===== config.mk =====
export PLATFORM = sky130hd
export DESIGN_NAME = hnm_front
export DESIGN_NICKNAME = d
export VERILOG_FILES = /design/src/hnm_pkg.sv /design/src/hnm_front.sv
export SDC_FILE = /design/constraint.sdc
export NUM_CORES = 1
export LEC_CHECK = 0
export BUFFER_PORTS_ARGS = -buffer_cell sky130_fd_sc_hd__buf_4
export CAP_MARGIN = 20
export CORE_MARGIN = 2
export CORE_UTILIZATION = 53
export DETAILED_ROUTE_END_ITERATION = 16
export GPL_TIMING_DRIVEN = 0
export PLACE_DENSITY = 0.74
export SLEW_MARGIN = 20
export SYNTH_ARGS = -nofsm -noshare
export SYNTH_HDL_FRONTEND = slang
export SYNTH_SLANG_ARGS = --single-unit

===== constraint.sdc =====
create_clock -name clk_i -period 5.64 [get_ports clk_i]
set_clock_uncertainty 0.2 [all_clocks]
set_input_delay 0.564 -clock clk_i [delete_from_list [all_inputs] [get_ports clk_i]]
set_output_delay 0.564 -clock clk_i [all_outputs]
set_load 0.02 [all_outputs]

===== src/hnm_pkg.sv =====
package hnm_pkg;

  localparam int unsigned MAX_WIDTH_DEF  = 1024;
  localparam int unsigned MAX_HEIGHT_DEF = 1024;

  localparam int unsigned CFG_IDX_W = 2;
  localparam int unsigned CFG_DATA_W = 12;

  localparam logic [CFG_IDX_W-1:0] REG_ROUGHNESS    = 2'd0;
  localparam logic [CFG_IDX_W-1:0] REG_FRAME_WIDTH  = 2'd1;
  localparam logic [CFG_IDX_W-1:0] REG_FRAME_HEIGHT = 2'd2;

  localparam logic [11:0] ROUGHNESS_RST = 12'd256;
  localparam logic [10:0] FRAME_SIZE_RST = 11'd1024;

  localparam logic [7:0] BLUE_VALUE = 8'd255;
  localparam logic [6:0] CHAN_SCALE = 7'd127;
  localparam logic [23:0] CHAN_BASE = 24'd8323072;

  typedef enum logic {
    KIND_WRITE,
    KIND_COMPUTE
  } hnm_kind_e;

  typedef struct packed {
    logic       req_type;
    logic [9:0] col;
    logic [9:0] row;
    logic [7:0] height_value;
  } hnm_req_t;

  typedef struct packed {
    logic [9:0] out_col;
    logic [9:0] out_row;
    logic [7:0] red;
    logic [7:0] green;
    logic [7:0] blue;
  } hnm_res_t;

  typedef struct packed {
    hnm_kind_e  kind;
    logic [9:0] col;
    logic [9:0] row;
    logic [7:0] hv;
  } hnm_cmd_t;

  typedef enum logic [2:0] {
    ST_IDLE,
    ST_READ,
    ST_GRAD,
    ST_NORM,
    ST_DINIT,
    ST_DIV,
    ST_SQRT,
    ST_CHAN
  } hnm_state_e;

endpackage


===== src/hnm_front.sv =====
module hnm_front import hnm_pkg::*; #(
  parameter int unsigned MAX_WIDTH  = MAX_WIDTH_DEF,
  parameter int unsigned MAX_HEIGHT = MAX_HEIGHT_DEF,
  localparam int unsigned AW = (MAX_WIDTH * MAX_HEIGHT > 1) ?
                               $clog2(MAX_WIDTH * MAX_HEIGHT) : 1
) (
  input  logic                  clk_i,
  input  logic                  rst_ni,
  input  logic                  start_i,
  output logic                  busy_o,
  input  hnm_req_t              req_i,
  input  logic                  cfg_we_i,
  input  logic [CFG_IDX_W-1:0]  cfg_idx_i,
  input  logic [CFG_DATA_W-1:0] cfg_wdata_i,
  output logic [11:0]           rough_o,
  output logic                  q_valid_o,
  output hnm_cmd_t              q_cmd_o,
  output logic [3:0][AW-1:0]    q_addr_o,
  input  logic                  q_pop_i
);

  localparam int unsigned SW = $clog2(MAX_WIDTH + 1);
  localparam int unsigned SH = $clog2(MAX_HEIGHT + 1);

  logic [11:0] rough_q;
  logic [10:0] fw_q, fh_q;

  logic [SW-1:0] fw, c, cl, cr;
  logic [SH-1:0] fh, r, ru, rd;
  hnm_cmd_t          cmd;
  logic [3:0][AW-1:0] addr;
  logic              push;

  hnm_cmd_t           cmd_mem_q [2];
  logic [3:0][AW-1:0] addr_mem_q [2];
  logic               wp_q, rp_q;
  logic [1:0]         cnt_q;

  always_ff @(posedge clk_i or negedge rst_ni) begin
    if (!rst_ni) begin
      rough_q <= ROUGHNESS_RST;
      fw_q    <= FRAME_SIZE_RST;
      fh_q    <= FRAME_SIZE_RST;
    end else if (cfg_we_i) begin
      unique case (cfg_idx_i)
        REG_ROUGHNESS:    rough_q <= cfg_wdata_i;
        REG_FRAME_WIDTH:  fw_q    <= cfg_wdata_i[10:0];
        REG_FRAME_HEIGHT: fh_q    <= cfg_wdata_i[10:0];
        default: ;
      endcase
    end
  end

  always_comb begin
    if (fw_q == '0) fw = SW'(1);
    else if (32'(fw_q) > 32'(MAX_WIDTH)) fw = SW'(MAX_WIDTH);
    else fw = SW'(fw_q);
    if (fh_q == '0) fh = SH'(1);
    else if (32'(fh_q) > 32'(MAX_HEIGHT)) fh = SH'(MAX_HEIGHT);
    else fh = SH'(fh_q);

    c  = (32'(req_i.col) < 32'(fw)) ? SW'(req_i.col) : fw - SW'(1);
    r  = (32'(req_i.row) < 32'(fh)) ? SH'(req_i.row) : fh - SH'(1);
    cl = (c == '0) ? fw - SW'(1) : c - SW'(1);
    cr = (32'(c) + 32'd1 >= 32'(fw)) ? '0 : c + SW'(1);
    ru = (r == '0) ? fh - SH'(1) : r - SH'(1);
    rd = (32'(r) + 32'd1 >= 32'(fh)) ? '0 : r + SH'(1);

    cmd.kind = req_i.req_type ? KIND_COMPUTE : KIND_WRITE;
    cmd.col  = req_i.col;
    cmd.row  = req_i.row;
    cmd.hv   = req_i.height_value;

    addr[1] = AW'(32'(r) * 32'(MAX_WIDTH) + 32'(cr));
    addr[2] = AW'(32'(ru) * 32'(MAX_WIDTH) + 32'(c));
    addr[3] = AW'(32'(rd) * 32'(MAX_WIDTH) + 32'(c));
    if (req_i.req_type) begin
      addr[0] = AW'(32'(r) * 32'(MAX_WIDTH) + 32'(cl));
    end else begin
      addr[0] = AW'(32'(req_i.row) * 32'(MAX_WIDTH) + 32'(req_i.col));
    end

    push = start_i && !busy_o &&
           (req_i.req_type ||
            (32'(req_i.col) < 32'(MAX_WIDTH) && 32'(req_i.row) < 32'(MAX_HEIGHT)));
  end

  always_ff @(posedge clk_i) begin
    if (push) begin
      cmd_mem_q[wp_q]  <= cmd;
      addr_mem_q[wp_q] <= addr;
    end
  end

  always_ff @(posedge clk_i or negedge rst_ni) begin
    if (!rst_ni) begin
      wp_q  <= 1'b0;
      rp_q  <= 1'b0;
      cnt_q <= '0;
    end else begin
      if (push) wp_q <= ~wp_q;
      if (q_pop_i) rp_q <= ~rp_q;
      if (push && !q_pop_i) cnt_q <= cnt_q + 2'd1;
      else if (!push && q_pop_i) cnt_q <= cnt_q - 2'd1;
    end
  end

  assign busy_o    = (cnt_q == 2'd2);
  assign q_valid_o = (cnt_q != '0);
  assign q_cmd_o   = cmd_mem_q[rp_q];
  assign q_addr_o  = addr_mem_q[rp_q];
  assign rough_o   = rough_q;

endmodule


==> results of run 1 <==
## cell usage in the layout (no fill, tap or decap), types with 26 or more instances in the layout
cell / n
buf_4: 246
nor2_1: 44
o21ai_0: 28
clkbuf_16: 27
clkbuf_1: 27
a21oi_1: 27
xnor2_1: 33
nand2_1: 56
ha_1: 35
dfrtp_1: 30
edfxtp_1: 198
mux2_2: 140
nand3_1: 26
## worst register-to-register path: cells and delay by family, from the launching register on
family	cells	cell delay, ns
xor+xnor	2	0.25
mux	1	0.24
buf+inv	10	1.37
simple gates	4	0.44
fa+ha+maj	4	0.87
compound gates	8	1.31
flops	1	0.58
## state kept, by name (all words and copies together) (netlist names)
| name | count |
|---|---|
| addr_mem_q | 140 |
| rough_o | 12 |
| cnt_q | 2 |
| wp_q | 1 |
| rp_q | 1 |
| fw_q | 11 |
| fh_q | 11 |
| cmd_mem_q | 58 |
## power breakdown
| part | switching (mW) | internal [mW] |
|---|---|---|
| registers | 0.172 | 2.50 |
| clock network | 0.669 | 1.04 |
| logic | 2.39 | 1.86 |
| total | 3.23 | 5.40 |
## cell type report
class                      instances  area [um^2]
buffer                            48        339.1
clock buffer                      27        633.1
clock inverter                    17        211.5
fill                            1705         7009
inverter                          30        120.1
multi-input combinational        744         6735
sequential                       236         6907
tap                              324        405.4
timing repair buffer             245         1959
## worst max path at each step
stage                               from  slack (ns)  cells after the start                     endpoint
floorplan           fh_q[10]$_DFFE_PN1P_       0.005                     28  addr_mem_q[0][78]$_DFFE_PP_
global placement                 start_i       -2.41                      3    cmd_mem_q[0][1]$_DFFE_PP_
detailed placement  fw_q[10]$_DFFE_PN1P_       -0.95                     31  addr_mem_q[0][38]$_DFFE_PP_
CTS                  fh_q[4]$_DFFE_PN0P_        0.01                     23  addr_mem_q[1][79]$_DFFE_PP_
global route        fh_q[10]$_DFFE_PN1P_       -0.09                     28  addr_mem_q[0][79]$_DFFE_PP_
finish              fw_q[10]$_DFFE_PN1P_        0.11                     29  addr_mem_q[1][38]$_DFFE_PP_
## per-layer routing
layer,part of all wire (%),vias up
li1,-,4560
met1,44,4796
met3,8.2,77
met5,0,-
met2,45,479
met4,3.2,0
## through the flow
stage	utilization, %	power (mW)	instances	setup slack [ns]
2_1_floorplan	-	5.110	1062	0.004888
3_3_place_gp	61.68	6.365	1556	-2.407
3_5_place_dp	62.31	6.435	1562	-0.9515
4_1_cts	68.76	8.419	1647	0.01068
5_1_grt	71.18	9.043	1671	-0.08976
6_report	71.18	8.625	1671	0.1083
## cells by family after synthesis
logic type / synth area share, %
mux: 13.18
fa+ha+maj: 5.325
simple gates: 12.19
buf+inv: 2.834
compound gates: 10.13
xor+xnor: 3.908
flops: 52.44
## repair_timing
item                                    in CTS  in global routing
pin swaps                                   37                 36
hold buffers                                 1                  0
gates cloned                                 2                  0
gates resized for setup                     86                 70
buffers inserted                            41                 25
endpoints found under the setup margin      68                 32
endpoints found under the hold margin       35                  0
==> metrics.txt, run 1 <==
status=complete, no violations; global-route wire length before repair=54.07 mm; Detail Placement HPWL=24.66 mm; drt drc=0; crit path max-delay cell type=dfstp_2; most frequent CP cell=buf_4; number of synthesized flops with an enable pin=198; hold_sp=q_pop_i; maximum VDD drop=0.0002991 V; Top-Level Pins=171; Starting Density=54.11%; Buf+Inv Stages, Crit Path=10; Final TNS setup=0 ns; Die Y=161.6 um; worst r2r path cells=29; total CTS buffers=25; Post-DP Area=0.01515 mm^2; GR Util met3=4.494%; commonest cells in the netlist=edfxtp_1 (198), mux2_2 (140), nand2_1 (72); DRT Pass-1 Iters=5; Synth area leaders=edfxtp_1 (45%), mux2_2 (12%), dfrtp_1 (6.7%), ha_1 (5.3%), xnor2_1 (2.7%); reg2reg end=addr_mem_q[1][38]$_DFFE_PP_; htree depth=1; Tmin final=5.532 ns; Worst Hold Depth=2; Worst-Margin Slew=0.9641 ns; GR Util met2=39.74%; Worst Hold Class=primary input to flop; CP Launch Type=flop; met1 Track Usage GR=39.22%; Crit path largest cell delay=0.58 ns; # diodes=0; Mapped Nets=1,166; Clock Pin Slew Worst Setup and Hold Paths=0.07 ns; Setup Crit Path Kind=flop to flop; fmax=0.1808 GHz; most frequent cell after synthesis=edfxtp_1; final WL=35.46 mm; largest net degree at the start of global routing=between 40 and 50; CP required=5.69 ns; Nets=between 1,000 and 1,500; Cells after Synth=~1,100; Sink Count=236; Critical Path AT=5.58 ns; maxcap violations=0; Leak Pwr=6.564 nW; Die W=around 160 um; #FFs+latches synth=about 240; top-area cell type share of the netlist area=45.18%; Synth warnings=0; CTS tree=built; CP Capture Type=flop; Pins Over Slew Limit=0; Final Instance Area=between 0.015 and 0.02 mm^2; overall global routing resource usage=26.52%; initial DRC count=950; GPL Wtd Cong=around 1.0; critical path fanouts, max=5; Cell Pwr Density=498.2 mW/mm^2; Syn-to-layout area delta=31.55%; share of layout cells above drive strength 1=44.39%; Port Buffers=170; Die ar.=~0.026 mm^2; Max-slew headroom=35.62%; # setup viols final=0; Vias=9,912; GR peak layer=met2; Syn Area/Cell=between 10 and 15 um^2; register area share after synthesis=52.44%; clk root buf=clkbuf_16; Post-Syn Area=around 0.013 mm^2; Post-synth top flop=edfxtp_1; drt wl/cell=21.22 um; Critical R2R Launch=fw_q[10]$_DFFE_PN1P_; Top Family by Delay on Critical Path=buffers and inverters; post-synth cell types=91; number of global-route vias before repair=9,608; part of the cycle the worst path needs=a little over nine tenths; gr ovfl total=0; Fin. Hold Viols=0; core area=0.02432 mm^2; initial antenna violation count=0; WHS Endpoint=rp_q$_DFFE_PN0P_; FP Rows=57; Skew-Pair Late Insertion Delay=0.52 ns; Async SR Flop Fraction=16.10%; Worst Hold Margin=0.02128 ns; Vias/cell=5.932; Reg2Reg Setup Slack=0.11 ns; cell taking the most area after synthesis=edfxtp_1; CTS max path bufs=3; ANT nets after route=0
(Power assumes the default switching activity.)
==> run 2: changes to the inputs <==
- CORE_MARGIN: 2 -> 1.5
==> metrics.txt, run 2 (same netlist as run 1, synthesis figures left out) <==
gr ovfl total=0 (unchanged); Sequential Power Share=31.7% (was 31.0%); ANT nets after route=0 (unchanged); critical path fanouts, max=8 (was 5); Clock Pin Slew Worst Setup and Hold Paths=0.06 ns (was 0.07 ns); core area=0.02432 mm^2 (unchanged); Die Y=160.6 um (was 161.6 um); most frequent CP cell=a21o_1 (was buf_4); Sw Ratio=37.85% (was 37.42%); Reg2Reg Setup Slack=0.12 ns (was 0.11 ns); Critical Path AT=5.56 ns (was 5.58 ns); Die W=160.6 um (was 161.6 um); Top Family by Delay on Critical Path=compound AO/OA/AOI/OAI gates (was buffers and inverters); Starting Density=54.11% (unchanged); Largest register FFs=140 (unchanged); Die ar.=0.02578 mm^2 (was 0.02610 mm^2); maxcap violations=0 (unchanged); Setup Crit Path Kind=flop to flop (unchanged); most flop-heavy register=addr_mem_q (unchanged); DRT Pass-1 Iters=5 (unchanged); P_sw=3.192 mW (was 3.228 mW); status=complete, no violations (unchanged); crit path max-delay cell type=dfstp_2 (unchanged); FP Rows=57 (unchanged); Vias/cell=5.910 (was 5.932); overall global routing resource usage=26.70% (was 26.52%); CTS tree=built (unchanged); WHS Endpoint=rp_q$_DFFE_PN0P_ (unchanged); total CTS buffers=25 (unchanged); Worst-Margin Slew=1.015 ns (was 0.9641 ns); Tmin final=5.524 ns (was 5.532 ns); Vias=9,823 (was 9,912); hold_sp=q_pop_i (unchanged); Worst Hold Depth=2 (unchanged); Fillers=1,741 (was 1,705); htree depth=1 (unchanged); fmax=0.1810 GHz (was 0.1808 GHz); Nets=1,425 (was 1,434); worst r2r path cells=28 (was 29); reg2reg end=addr_mem_q[1][38]$_DFFE_PP_ (unchanged); register area=0.006907 mm^2 (unchanged); # diodes=0 (unchanged); footprint of the multi-input gates=0.006730 mm^2 (was 0.006735 mm^2); Fin. Hold Viols=0 (unchanged); Worst Hold Class=primary input to flop (unchanged); Detail Placement HPWL=24.76 mm (was 24.66 mm); Skew-Pair Late Insertion Delay=0.53 ns (was 0.52 ns); Crit path largest cell delay=0.58 ns (about the same); most frequent cells in the layout=buf_4 (239), edfxtp_1 (198), mux2_2 (140) (was buf_4 (246), edfxtp_1 (198), mux2_2 (140)); Final TNS setup=0 ns (unchanged); Leak Pwr=6.492 nW (was 6.564 nW); share of layout cells above drive strength 1=44.02% (was 44.39%); Pins Over Slew Limit=0 (unchanged); Sink Count=236 (unchanged); Syn-to-layout area delta=30.38% (was 31.55%); Critical R2R Launch=fw_q[10]$_DFFE_PN1P_ (unchanged); Max-slew headroom=32.25% (was 35.62%); # setup viols final=0 (unchanged); Pint=5.240 mW (was 5.397 mW); Total Power=8.432 mW (was 8.625 mW); drt wl/cell=21.29 um (was 21.22 um); unrepaired setup endpoints after global routing=yes; Top-Level Pins=171 (unchanged); Buf+Inv Stages, Crit Path=4 (was 10); global-route wire length before repair=53.66 mm (was 54.07 mm); GPL Wtd Cong=0.9641 (was 0.9977); clk root buf=clkbuf_16 (unchanged); CP required=5.68 ns (was 5.69 ns); Worst Hold Margin=0.02700 ns (was 0.02128 ns); number of global-route vias before repair=9,580 (was 9,608); initial antenna violation count=0 (unchanged); most common cell after layout, fill and taps aside=buf_4 (unchanged); Port Buffers=170 (unchanged); part of the cycle the worst path needs=97.94% (was 98.08%); initial DRC count=832 (was 950); CTS max path bufs=3 (unchanged); final WL=35.39 mm (was 35.46 mm); Comb power frac=49.8% (was 49.3%); drt drc=0 (unchanged); maximum VDD drop=0.0003669 V (was 0.0002991 V); Cell Pwr Density=491.5 mW/mm^2 (was 498.2 mW/mm^2); CP Launch Type=flop (unchanged); largest net degree at the start of global routing=46 (unchanged); Clock power frac=18.5% (was 19.8%); CP Capture Type=flop (unchanged)
[run 2: cell count changes in the layout (fill, tap and decap cells not counted), sizes merged]
cell,previous run,this run
buf,261,253
clkbuf,58,62
bufinv,5,2
clkinv,10,7
clkinvlp,1,2
[run 2: worst register-to-register path: cells and delay by family, from the launching register on]
family	cells	cell delay [ns]
compound gates	13	2.19
fa+ha+maj	5	1.02
simple gates	5	0.61
flops	1	0.58
buf+inv	4	0.55
xor+xnor	1	0.11
[run 2: layer usage]
| layer | global-route usage (%) | share of wire, % |
|---|---|---|
| met1 | 38.11 | 44 |
| met2 | 41.03 | 45 |
| met4 | 8.071 | 2.9 |
| met3 | 5.733 | 8.7 |
| met5 | 0 | 0 |
[run 2: area by class of cell]
class,count,area share [%]
plain buffers,46,1.867
inverters,30,0.6855
multi-input cells,744,39.23
clock inverters,12,0.6636
flip-flops and latches,236,40.26
clock buffers,32,3.800
repair buffers,238,11.14
well taps,324,2.363
[run 2: power groups by stage]
stage	clock [mW]	sequential [mW]	combinational (mW)
2_1_floorplan	0	2.70	2.41
3_3_place_gp	0	2.74	3.63
3_5_place_dp	0	2.68	3.76
4_1_cts	1.58	2.66	4.01
5_1_grt	1.66	2.71	4.47
6_report	1.56	2.67	4.20
[run 2: through the flow]
stage,setup WS [ns],util (%),instance area [um^2],cells
after global placement,-2.458,61.68,15000,1556
after detailed placement,-0.9672,62.28,15150,1562
after floorplan,0.004888,-,13320,1062
final,0.1160,70.55,17160,1662
after global routing,-0.08970,70.55,17160,1662
after CTS,0.0003739,68.11,16560,1638
[run 2: repair_timing]
item | CTS | global route
gates cloned | 2 | 1
buffers inserted | 31 | 27
resized for setup | 89 | 65
pin swaps | 34 | 39
endpoints found under the setup margin | 68 | 36
hold buffers | 1 | 0
endpoints found under the hold margin | 35 | 0
[run 2: worst max path at each step]
stage,start,end,slack (ns),depth (start not counted)
2_1_floorplan,fh_q[10]$_DFFE_PN1P_,addr_mem_q[0][78]$_DFFE_PP_,0.005,28
3_3_place_gp,start_i,cmd_mem_q[0][4]$_DFFE_PP_,-2.46,3
3_5_place_dp,fw_q[10]$_DFFE_PN1P_,addr_mem_q[0][38]$_DFFE_PP_,-0.97,31
4_1_cts,fh_q[10]$_DFFE_PN1P_,addr_mem_q[0][79]$_DFFE_PP_,0.0004,28
5_1_grt,fh_q[10]$_DFFE_PN1P_,addr_mem_q[0][79]$_DFFE_PP_,-0.09,27
6_report,fw_q[10]$_DFFE_PN1P_,addr_mem_q[1][38]$_DFFE_PP_,0.12,28
